## src/sv/dmrle_pkg.sv

```systemverilog
// ----------------------------------------------------------------------------
// dmrle_pkg
// Shared widths, codes and constants of the dual-mode RLE image decoder.
// ----------------------------------------------------------------------------
package dmrle_pkg;

  localparam int BYTE_W               = 8;
  localparam int DIM_W                = 12;
  localparam int PROD_W               = 2 * DIM_W;
  localparam int RUN_LEN_W            = 6;
  localparam int CFG_IDX_W            = 2;
  localparam int PIXEL_COUNT_BITS_DEF = 24;

  // configuration register indexes
  localparam logic [CFG_IDX_W-1:0] CFG_ZERO_RUN_MODE = 2'd0;
  localparam logic [CFG_IDX_W-1:0] CFG_IMAGE_WIDTH   = 2'd1;
  localparam logic [CFG_IDX_W-1:0] CFG_IMAGE_HEIGHT  = 2'd2;

  // code byte thresholds
  localparam logic [BYTE_W-1:0] DEFAULT_RUN_BASE = 8'd192;
  localparam logic [BYTE_W-1:0] ZERO_RUN_BASE    = 8'd128;

endpackage

```

## src/sv/dmrle_cfg.sv

```systemverilog
// ----------------------------------------------------------------------------
// dmrle_cfg
// Configuration registers and the registered pixel total of the image.
// ----------------------------------------------------------------------------
module dmrle_cfg #(
  parameter int PIXEL_COUNT_BITS = dmrle_pkg::PIXEL_COUNT_BITS_DEF
) (
  input  logic                                 clk,
  input  logic                                 rst_n,
  input  logic                                 wr_en,
  input  logic [dmrle_pkg::CFG_IDX_W-1:0]      wr_index,
  input  logic [dmrle_pkg::DIM_W-1:0]          wr_data,
  output logic                                 zero_run_mode,
  output logic [PIXEL_COUNT_BITS-1:0]          pixel_limit
);
  import dmrle_pkg::*;

  logic                        mode_r, mode_nxt;
  logic [DIM_W-1:0]            width_r, width_nxt;
  logic [DIM_W-1:0]            height_r, height_nxt;
  logic [PIXEL_COUNT_BITS-1:0] limit_r, limit_nxt;
  logic [DIM_W-1:0]            w_eff, h_eff;
  logic [PROD_W-1:0]           prod;

  always_comb begin
    mode_nxt   = mode_r;
    width_nxt  = width_r;
    height_nxt = height_r;
    if (wr_en) begin
      case (wr_index)
        CFG_ZERO_RUN_MODE: mode_nxt   = wr_data[0];
        CFG_IMAGE_WIDTH:   width_nxt  = wr_data;
        CFG_IMAGE_HEIGHT:  height_nxt = wr_data;
        default: ;
      endcase
    end
  end

  // a zero dimension counts as one; total saturates to the counter range
  always_comb begin
    w_eff = (width_nxt == '0)  ? DIM_W'(1) : width_nxt;
    h_eff = (height_nxt == '0) ? DIM_W'(1) : height_nxt;
    prod  = PROD_W'(w_eff) * PROD_W'(h_eff);
    if ((prod >> PIXEL_COUNT_BITS) != '0)
      limit_nxt = '1;
    else
      limit_nxt = PIXEL_COUNT_BITS'(prod);
  end

  always_ff @(posedge clk) begin
    if (!rst_n) begin
      mode_r   <= 1'b0;
      width_r  <= DIM_W'(1);
      height_r <= DIM_W'(1);
      limit_r  <= PIXEL_COUNT_BITS'(1);
    end else begin
      mode_r   <= mode_nxt;
      width_r  <= width_nxt;
      height_r <= height_nxt;
      limit_r  <= limit_nxt;
    end
  end

  assign zero_run_mode = mode_r;
  assign pixel_limit   = limit_r;

endmodule

```

## src/sv/dmrle_core.sv

```systemverilog
// ----------------------------------------------------------------------------
// dmrle_core
// Decode state, run clipping against the pixel total, and the result register.
// ----------------------------------------------------------------------------
module dmrle_core #(
  parameter int PIXEL_COUNT_BITS = dmrle_pkg::PIXEL_COUNT_BITS_DEF
) (
  input  logic                              clk,
  input  logic                              rst_n,
  input  logic                              zero_run_mode,
  input  logic [PIXEL_COUNT_BITS-1:0]       pixel_limit,
  input  logic                              item_valid,
  input  logic [dmrle_pkg::BYTE_W-1:0]      item_byte,
  output logic                              item_take,
  output logic                              out_valid,
  input  logic                              out_ready,
  output logic [dmrle_pkg::BYTE_W-1:0]      out_value,
  output logic [dmrle_pkg::BYTE_W-1:0]      out_count,
  output logic                              out_done
);
  import dmrle_pkg::*;

  logic                        fill_pending_r, fill_pending_nxt;
  logic [RUN_LEN_W-1:0]        pend_len_r, pend_len_nxt;
  logic [BYTE_W-1:0]           lit_rem_r, lit_rem_nxt;
  logic                        finished_r, finished_nxt;
  logic [PIXEL_COUNT_BITS-1:0] emitted_r, emitted_nxt;

  logic                        out_valid_r, out_valid_nxt;
  logic [BYTE_W-1:0]           out_value_r, out_count_r;
  logic                        out_done_r;

  logic                        res_valid;
  logic [BYTE_W-1:0]           res_value;
  logic [BYTE_W-1:0]           cnt_raw, cnt;
  logic [PIXEL_COUNT_BITS-1:0] remain, emitted_sum;
  logic                        res_done;
  logic                        out_free;

  assign out_free  = !out_valid_r || out_ready;
  assign item_take = item_valid && out_free;

  always_comb begin
    fill_pending_nxt = fill_pending_r;
    pend_len_nxt     = pend_len_r;
    lit_rem_nxt      = lit_rem_r;
    finished_nxt     = finished_r;
    emitted_nxt      = emitted_r;
    res_valid        = 1'b0;
    res_value        = item_byte;
    cnt_raw          = BYTE_W'(1);

    if (finished_r) begin
      // image complete: bytes are dropped
    end else if (emitted_r >= pixel_limit) begin
      // total shrunk to or below what is already out
      finished_nxt     = 1'b1;
      fill_pending_nxt = 1'b0;
      pend_len_nxt     = '0;
      lit_rem_nxt      = '0;
    end else if (fill_pending_r) begin
      fill_pending_nxt = 1'b0;
      pend_len_nxt     = '0;
      res_valid        = 1'b1;
      cnt_raw          = BYTE_W'(pend_len_r);
    end else if (lit_rem_r != '0) begin
      lit_rem_nxt = lit_rem_r - BYTE_W'(1);
      res_valid   = 1'b1;
    end else if (zero_run_mode) begin
      if (item_byte > ZERO_RUN_BASE) begin
        res_valid = 1'b1;
        res_value = '0;
        cnt_raw   = item_byte - ZERO_RUN_BASE;
      end else begin
        lit_rem_nxt = item_byte;
      end
    end else if (item_byte > DEFAULT_RUN_BASE) begin
      fill_pending_nxt = 1'b1;
      pend_len_nxt     = RUN_LEN_W'(item_byte - DEFAULT_RUN_BASE);
    end else begin
      res_valid = 1'b1;
    end

    // clip the run to the pixels left
    remain      = pixel_limit - emitted_r;
    cnt         = (PIXEL_COUNT_BITS'(cnt_raw) > remain) ? remain[BYTE_W-1:0] : cnt_raw;
    emitted_sum = emitted_r + PIXEL_COUNT_BITS'(cnt);
    res_done    = (emitted_sum == pixel_limit);

    if (res_valid) begin
      emitted_nxt = emitted_sum;
      if (res_done) begin
        finished_nxt     = 1'b1;
        fill_pending_nxt = 1'b0;
        pend_len_nxt     = '0;
        lit_rem_nxt      = '0;
      end
    end
  end

  always_comb begin
    out_valid_nxt = out_valid_r;
    if (item_take)
      out_valid_nxt = res_valid;
    else if (out_ready)
      out_valid_nxt = 1'b0;
  end

  always_ff @(posedge clk) begin
    if (!rst_n) begin
      fill_pending_r <= 1'b0;
      pend_len_r     <= '0;
      lit_rem_r      <= '0;
      finished_r     <= 1'b0;
      emitted_r      <= '0;
      out_valid_r    <= 1'b0;
    end else begin
      out_valid_r <= out_valid_nxt;
      if (item_take) begin
        fill_pending_r <= fill_pending_nxt;
        pend_len_r     <= pend_len_nxt;
        lit_rem_r      <= lit_rem_nxt;
        finished_r     <= finished_nxt;
        emitted_r      <= emitted_nxt;
      end
    end
  end

  always_ff @(posedge clk) begin
    if (item_take && res_valid) begin
      out_value_r <= res_value;
      out_count_r <= cnt;
      out_done_r  <= res_done;
    end
  end

  assign out_valid = out_valid_r;
  assign out_value = out_value_r;
  assign out_count = out_count_r;
  assign out_done  = out_done_r;

  // a pending run header and a literal block never overlap
  a_fill_lit_excl: assert property (@(posedge clk) disable iff (!rst_n)
    !(fill_pending_r && (lit_rem_r != '0)))
    else $error("run header pending while literals remain");

  // once complete, no decode state is left over
  a_finished_clean: assert property (@(posedge clk) disable iff (!rst_n)
    finished_r |-> (!fill_pending_r && (lit_rem_r == '0)))
    else $error("decode state left after image complete");

  // a completing run closes the image
  a_done_sets_finished: assert property (@(posedge clk) disable iff (!rst_n)
    (item_take && res_valid && res_done) |=> finished_r)
    else $error("image_done given without finishing");

  // every delivered run has at least one pixel
  a_nonzero_run: assert property (@(posedge clk) disable iff (!rst_n)
    out_valid_r |-> (out_count_r != '0))
    else $error("empty run delivered");

  // nothing is produced after completion
  a_no_result_after_done: assert property (@(posedge clk) disable iff (!rst_n)
    (finished_r && item_take) |=> !out_valid_r)
    else $error("result after image complete");

endmodule

```

## src/sv/dual_mode_rle_image_decoder_unit.sv

```systemverilog
// ----------------------------------------------------------------------------
// dual_mode_rle_image_decoder_unit
// Byte-oriented run-length decoder for an 8-bit indexed image body.
// ----------------------------------------------------------------------------
// Code bytes arrive on the in_ stream, one per transfer. Each byte yields at
// most one run descriptor on the out_ stream: tdata carries pixel_value in
// [7:0] and run_count in [15:8]; tlast marks the run that completes the image.
// Run headers and literal-block headers produce no transfer of their own.
// Mode and image size are set through the cfg_ channel (index 0 mode,
// 1 width, 2 height), which is always ready; write it only while idle.
// Each byte is held in the input register, then decoded into the result register.
// Throughput: one code byte per cycle unless the receiver stalls; the decode
// state update is a single add and compare on the pixel counter between
// input and result registers.
// When the receiver stalls, one result waits in the output register while
// the next byte is decoded into it as soon as it frees; in_tready drops only
// when both registers are occupied.
// Reset (synchronous, rst_n low) clears all decode state and returns to
// default mode with a 1x1 image. After the final pixel all bytes are
// swallowed without result until the next reset.
// ----------------------------------------------------------------------------
module dual_mode_rle_image_decoder_unit #(
  parameter int PIXEL_COUNT_BITS = dmrle_pkg::PIXEL_COUNT_BITS_DEF
) (
  input  logic                               clk,
  input  logic                               rst_n,
  // code_byte
  input  logic                               in_tvalid,
  output logic                               in_tready,
  input  logic [dmrle_pkg::BYTE_W-1:0]       in_tdata,
  // pixel_value [7:0], run_count [15:8]
  output logic                               out_tvalid,
  input  logic                               out_tready,
  output logic [2*dmrle_pkg::BYTE_W-1:0]     out_tdata,
  output logic                               out_tlast,
  input  logic                               cfg_valid,
  output logic                               cfg_ready,
  input  logic [dmrle_pkg::CFG_IDX_W-1:0]    cfg_index,
  input  logic [dmrle_pkg::DIM_W-1:0]        cfg_data
);
  import dmrle_pkg::*;

  logic                        in_valid_r, in_valid_nxt;
  logic [BYTE_W-1:0]           in_byte_r;
  logic                        item_take;
  logic                        zero_run_mode;
  logic [PIXEL_COUNT_BITS-1:0] pixel_limit;
  logic [BYTE_W-1:0]           out_value, out_count;

  assign cfg_ready = 1'b1;
  assign in_tready = !in_valid_r || item_take;

  always_comb begin
    in_valid_nxt = in_valid_r;
    if (in_tready)
      in_valid_nxt = in_tvalid;
  end

  always_ff @(posedge clk) begin
    if (!rst_n)
      in_valid_r <= 1'b0;
    else
      in_valid_r <= in_valid_nxt;
  end

  always_ff @(posedge clk) begin
    if (in_tvalid && in_tready)
      in_byte_r <= in_tdata;
  end

  dmrle_cfg #(
    .PIXEL_COUNT_BITS(PIXEL_COUNT_BITS)
  ) u_cfg (
    .clk          (clk),
    .rst_n        (rst_n),
    .wr_en        (cfg_valid && cfg_ready),
    .wr_index     (cfg_index),
    .wr_data      (cfg_data),
    .zero_run_mode(zero_run_mode),
    .pixel_limit  (pixel_limit)
  );

  dmrle_core #(
    .PIXEL_COUNT_BITS(PIXEL_COUNT_BITS)
  ) u_core (
    .clk          (clk),
    .rst_n        (rst_n),
    .zero_run_mode(zero_run_mode),
    .pixel_limit  (pixel_limit),
    .item_valid   (in_valid_r),
    .item_byte    (in_byte_r),
    .item_take    (item_take),
    .out_valid    (out_tvalid),
    .out_ready    (out_tready),
    .out_value    (out_value),
    .out_count    (out_count),
    .out_done     (out_tlast)
  );

  assign out_tdata = {out_count, out_value};

endmodule

```

## config.mk

```make
export PLATFORM = sky130hd
export DESIGN_NAME = dual_mode_rle_image_decoder_unit
export DESIGN_NICKNAME = d
export VERILOG_FILES = /design/src/sv/dmrle_pkg.sv /design/src/sv/dmrle_cfg.sv /design/src/sv/dmrle_core.sv /design/src/sv/dual_mode_rle_image_decoder_unit.sv
export SDC_FILE = /design/constraint.sdc
export NUM_CORES = 1
export LEC_CHECK = 0
export BUFFER_PORTS_ARGS = -buffer_cell sky130_fd_sc_hd__buf_2
export CORE_AREA = 2 2 208 210
export CTS_BUF_LIST = sky130_fd_sc_hd__clkbuf_8
export CTS_CLUSTER_DIAMETER = 150
export DETAILED_ROUTE_END_ITERATION = 8
export DIE_AREA = 0 0 210 212
export SKIP_CTS_REPAIR_TIMING = 1
export SLEW_MARGIN = 30
export SYNTH_ARGS = -nofsm -noshare
export SYNTH_HDL_FRONTEND = slang
export SYNTH_HIERARCHICAL = 1
export SYNTH_SLANG_ARGS = --single-unit
```

## constraint.sdc

```tcl
create_clock -name clk -period 12.4 [get_ports clk]
set_input_delay 1.86 -clock clk [delete_from_list [all_inputs] [get_ports clk]]
set_output_delay 1.86 -clock clk [all_outputs]
set_load 0.02 [all_outputs]
```

# Word level (Yosys, flattened, before mapping)
# Cells that the tools add are included.
[totals] ff_bits=116 inputBits=27 elab_cells=98
[classes] n_addsub=5 mul=1 n_lt_le_gt_ge=4 eq_ne=3 mux=56 n_reduce_logical=14
[ops] op="$mux 8" n=21
[ops] op="$mux 12" n=6
[ops] op="$mux 6" n=8
[ops] op="$add 24x8->24" n=1
[ops] op="$eq 24x24->1" n=1
[ops] op="$ge 24x24->1" n=1
[ops] op="$gt 8x24->1" n=1
[ops] op="$logic_not 12->1" n=2
[ops] op="$mul 12x12->24" n=1
[ops] op="$sub 24x24->24" n=1
[ops] op="$mux 1" n=21
[ops] op="$gt 8x8->1 const B" n=2
[ops] op="$reduce_bool 8->1" n=1
[ops] op="$sub 8x1->8 const B" n=1
[ops] op="$sub 8x8->8 const B" n=1
[ops] op="$sub 6x1->6 const B" n=1
[ops] op="$reduce_and 2->1" n=2
[ops] op="$logic_and 1x1->1" n=3
[ops] op="$eq 2x1->1 const B" n=1
[ops] op="$eq 2x2->1 const B" n=1
[ops] op="$logic_not 1->1" n=2
[ops] op="$logic_not 2->1" n=1
[ops] op="$logic_or 1x1->1" n=2
[ops] op="$reduce_bool 2->1" n=1

# Depth between registers and ports, before layout
[depth] word_depth=13 ltp_mapped=34

# Hierarchy
# The synthesis kept the hierarchy.
[modules_own_cells] module="dmrle_cfg" n_inst=1 cells_each=733 area_each_um2=6412.4 seq_area_each_um2=980.9
[modules_own_cells] module="dmrle_core" n_inst=1 cells_each=722 area_each_um2=5801.8 seq_area_each_um2=1331.3
[modules_own_cells] module="dual_mode_rle_image_decoder_unit" n_inst=1 cells_each=15 area_each_um2=309.0 seq_area_each_um2=260.2

# Worst setup path after synthesis
# OpenSTA, ideal clock, no wires.
[synth_timing] path_kind="register to register" startpoint="register u_cfg.limit_r[0] (netlist: u_cfg/pixel_limit[0])" endpoint="register u_core.lit_rem_r[2]" setup_time_ns=0.122 arrival_time_ns=7.359 required_time_ns=12.278 setup_slack_ns=4.919 stages_incl_launch_ff=32 path_cell_list="dfxtp_1 inv_1 ha_1 fa_1 nand2b_1 a211oi_2 nor3_2 a2111oi_4 o21ai_4 nor4_4 o21ai_1 o22ai_1 ha_1 nand4_1 nor2_1 or4_1 a2111oi_0 and3_1 nand4_1 nor4_1 nand4_1 mux2i_1 ha_1 buf_2 nor2b_1 a2111oi_0 a31oi_1 a2111oi_0 and4b_1 and4bb_4 nor3_4 a311o_1"
[synth_between] elab_chain_len=9
[synth_lines] element="from (decl)" line_no="dmrle_cfg.sv:21" source="logic [PIXEL_COUNT_BITS-1:0] limit_r, limit_nxt;"
[synth_lines] element="from (signal assigned)" line_no="dmrle_cfg.sv:60" source="limit_r <= limit_nxt;"
[synth_lines] element="$ge 24x24->1" line_no="dmrle_core.sv:55" source="end else if (emitted_r >= pixel_limit) begin"
[synth_lines] element="$mux 8" line_no="dmrle_core.sv:55"
[synth_lines] element="$mux 8" line_no="dmrle_core.sv:53" source="if (finished_r) begin"
[synth_lines] element="$gt 8x24->1" line_no="dmrle_core.sv:86" source="cnt = (PIXEL_COUNT_BITS'(cnt_raw) > remain) ? remain[BYTE_W-1:0] : cnt_raw;"
[synth_lines] element="$mux 8 *" line_no="dmrle_core.sv:86"
[synth_lines] element="net u_core.cnt[6]" line_no="dmrle_core.sv:35" source="logic [BYTE_W-1:0] cnt_raw, cnt;"
[synth_lines] element="$add 24x8->24 *" line_no="dmrle_core.sv:87" source="emitted_sum = emitted_r + PIXEL_COUNT_BITS'(cnt);"
[synth_lines] element="$eq 24x24->1 *" line_no="dmrle_core.sv:88" source="res_done = (emitted_sum == pixel_limit);"
[synth_lines] element="$mux 8 *" line_no="dmrle_core.sv:92" source="if (res_done) begin"
[synth_lines] element="$mux 8 *" line_no="dmrle_core.sv:90" source="if (res_valid) begin"
[synth_lines] element="to (signal assigned)" line_no="dmrle_core.sv:122" source="lit_rem_r <= lit_rem_nxt;"
[synth_lines] element="to (decl)" line_no="dmrle_core.sv:25" source="logic [BYTE_W-1:0] lit_rem_r, lit_rem_nxt;"
# The timed path passes the listed nets; every way through them passes the cells marked *.
# A chain may end at the register's enable or synchronous reset.

# Worst setup path after layout
# Same ends and word-level chain as after synthesis.

==> results.json <==
{
  "status": "completed",
  "powerDensity_nw_per_um2": 98.3,
  "syn-num-nets": 1702,
  "synth_xor_area_frac": 0.0506,
  "grt_max_degree": 57,
  "yosysTopAreaCellShare": 0.163,
  "final_area_um2": 13700,
  "areaGrowthSynthToFinish_pct": 9.29,
  "yosys_warnings": 6,
  "synth-adder-area-share": 0.266,
  "clkSlewWorstSetupHoldPaths_ns": 0.07,
  "final.setup.tns_ns": 0,
  "worst_pin_slew_ns": 0.980,
  "cp-start-kind": "flop",
  "io_buffer_count": 45,
  "clock_path_buffers": 2,
  "cts_buffers": 17,
  "finalSetupViolCount": 0,
  "io_pins": 47,
  "synth_edf_count": 25,
  "critPathCaptureType": "flop",
  "yosys.area_share.simple": 0.212,
  "crit_family": "compound AO/OA/AOI/OAI gates",
  "synth_most_common_cell": "inv_1",
  "fin_ws_ns": 3.05,
  "synth-compound-area-share": 0.139,
  "pwr-share-comb": 0.414,
  "gp_congestion": 0.934,
  "drive_gt1_frac": 0.0853,
  "finalNetCount": 1731,
  "root_buffer": "clkbuf_8",
  "std_cell_rows": 76,
  "p_leak_nw": 6.37,
  "clock-sinks": 116,
  "drt_first_pass_iters": 7,
  "final_antenna_net_count": 0,
  "cp.buffers_inverters": 1,
  "die_h_um": 212,
  "seqPwrFrac": 0.322,
  "htreeDepth": 4,
  "drc": 0,
  "p_sw_w": 0.000523,
  "synth_cell_type_count": 95,
  "grt_util_all_layers": 0.158,
  "swShare": 0.389,
  "synth_cells": 1470,
  "cp.depth": 30,
  "holdPathStages": 2,
  "cpPeakStageDelay_ns": 0.80,
  "placed_area_um2": 13300,
  "vias": 10498,
  "clock_latency_ns": 0.48,
  "clkPwrFrac": 0.264,
  "yosys-top-cells-count": "192 x inv_1, 165 x nand2_1, 144 x nor2_1",
  "fin_crit_sh": 0.754,
  "ys_ff_latch": 116,
  "initial_core_util": 0.295,
  "power.total_w": 0.00134,
  "dieArea_um2": 44500,
  "maxSlewViolCount": 0,
  "drt_iter0_drc": 683,
  "die_w_um": 210,
  "grt_pass1_wl_mm": 55.5,
  "synth_area_um2": 12500,
  "synthArstFlopShare": 0,
  "grt-ovfl-total": 0,
  "finalWirelength_mm": 34.2,
  "r2r_cells": 30,
  "period_needed_ns": 9.35,
  "intPower_w": 0.000822,
  "worstPathArrival_ns": 9.72,
  "criticalPathCategory": "reg -> reg",
  "cts_tree": "built",
  "dp_hpwl_mm": 27.1,
  "diodes": 0,
  "hp-class": "reg -> reg",
  "finalClockSkew_ns": 0.0190,
  "place_ws_ns": 3.34,
  "ys_seq_area_frac": 0.205,
  "synth_ff_type": "dfxtp_1",
  "coreArea_um2": 42500,
  "dp_cells": 2026,
  "fmax_mhz": 107,
  "wire_per_inst_um": 16.6,
  "peakVddDrop_uv": 61.2,
  "avgSynthCellArea_um2": 8.52,
  "antenna_found_initial": 0,
  "synthMuxAreaShare": 0.0534,
  "crit_fanout": 10,
  "finalHoldViolations": 0,
  "cp.required_ns": 12.77,
  "rsz0062_at_grt": "false",
  "grt_pass1_vias": 10433,
  "synth_area_leaders": "fa_1 16%, dfxtp_1 15%, ha_1 10%, edfxtp_1 6.0%, inv_1 5.8%",
  "max_slew_margin": 0.328,
  "maxCapViolCount": 0,
  "yosys.area.top_type": "fa_1",
  "synth_top_family_by_area": "adder cells",
  "vias_per_cell": 5.10,
  "final_cell_count_no_fill": 2058,
  "crit_slowest_cell": "a2111oi_0"
}
## per-stage QoR
| stage | hold WS, ns | util |
|---|---|---|
| CTS | 0.481 | 0.322 |
| floorplan | 0.440 | - |
| global placement | 0.463 | 0.312 |
| finish | 0.474 | 0.322 |
| detailed placement | 0.472 | 0.313 |
| global route | 0.502 | 0.322 |
## state kept, by name (all words and copies together), names as in the netlist
register,count
in_byte_r,8
in_valid_r,1
u_cfg/height_r,12
u_cfg/pixel_limit,24
u_cfg/width_r,12
u_cfg/zero_run_mode,1
u_core/emitted_r,24
u_core/fill_pending_r,1
u_core/finished_r,1
u_core/lit_rem_r,8
u_core/out_count,8
u_core/out_done,1
u_core/out_valid,1
u_core/out_value,8
u_core/pend_len_r,6
## path summary, 6_finish.rpt
path                        start                  end  slack (ns)
min reg2reg   u_core/lit_rem_r[6]  u_core/lit_rem_r[6]        0.47
max reg2reg  u_cfg/pixel_limit[0]  u_core/lit_rem_r[2]        3.05
max          u_cfg/pixel_limit[0]  u_core/lit_rem_r[2]        3.05
min           u_core/lit_rem_r[6]  u_core/lit_rem_r[6]        0.47
## metal layers
metal / GRT usage / vias up / part of all wire
li1: - / 5049 / -
met2: 0.263 / 334 / 0.47
met1: 0.203 / 5052 / 0.46
met4: 0.0665 / 0 / 0.031
met5: 0 / - / 0
met3: 0.0263 / 63 / 0.046
## cell type report
cell class	count	area, µm²
clock buffers	22	303
fillers	4394	28800
repair buffers	51	274
multi-input cells	1120	9040
flip-flops and latches	116	2570
inverters	193	724
well taps	546	683
clock inverters	10	91.3
## power by group through the flow
stage	Clock (W)	Sequential [W]	Combinational, W
global route	0.000380	0.000436	0.000613
CTS	0.000367	0.000433	0.000552
detailed placement	0	0.000441	0.000548
finish	0.000354	0.000433	0.000557
global placement	0	0.000441	0.000549
floorplan	0	0.000444	0.000399
## cells by family (layout without fill, tap and decap cells)
family | count (synthesis) | count (layout)
compound gates | 252 | 252
flops | 116 | 116
simple gates | 532 | 532
mux | 63 | 63
xor+xnor | 66 | 66
buf+inv | 234 | 276
fa+ha+maj | 205 | 205
other cells | 2 | 2
## cell usage in the layout, fill, tap and decap left out, types with 19 or more instances in the layout
| cell type | synthesis | routed |
|---|---|---|
| nor2_1 | 144 | 144 |
| xor2_1 | 23 | 23 |
| mux2_2 | 24 | 24 |
| edfxtp_1 | 25 | 25 |
| buf_2 | 9 | 45 |
| o21ai_0 | 38 | 38 |
| nand4_1 | 19 | 19 |
| and2_1 | 39 | 39 |
| clkbuf_8 | 0 | 22 |
| a21oi_1 | 64 | 64 |
| fa_1 | 102 | 102 |
| nand2_1 | 165 | 165 |
| ha_1 | 103 | 103 |
| nand3_1 | 26 | 26 |
| dfxtp_1 | 91 | 91 |
| inv_1 | 192 | 199 |
| nor3_1 | 27 | 27 |
| nand2b_1 | 22 | 22 |
| mux2i_1 | 36 | 36 |
| xnor2_1 | 39 | 39 |
## worst reg2reg max path: cells and delay by family (launching register included)
kind	cells	cell delay [ns]
adders and majority gates	4	1.26
and+or+nand+nor	14	3.35
buffers and inverters	1	0.05
muxes	1	0.31
AOI/OAI and AO/OA	10	3.94
DFF	1	0.35
(Power assumes the default switching activity.)
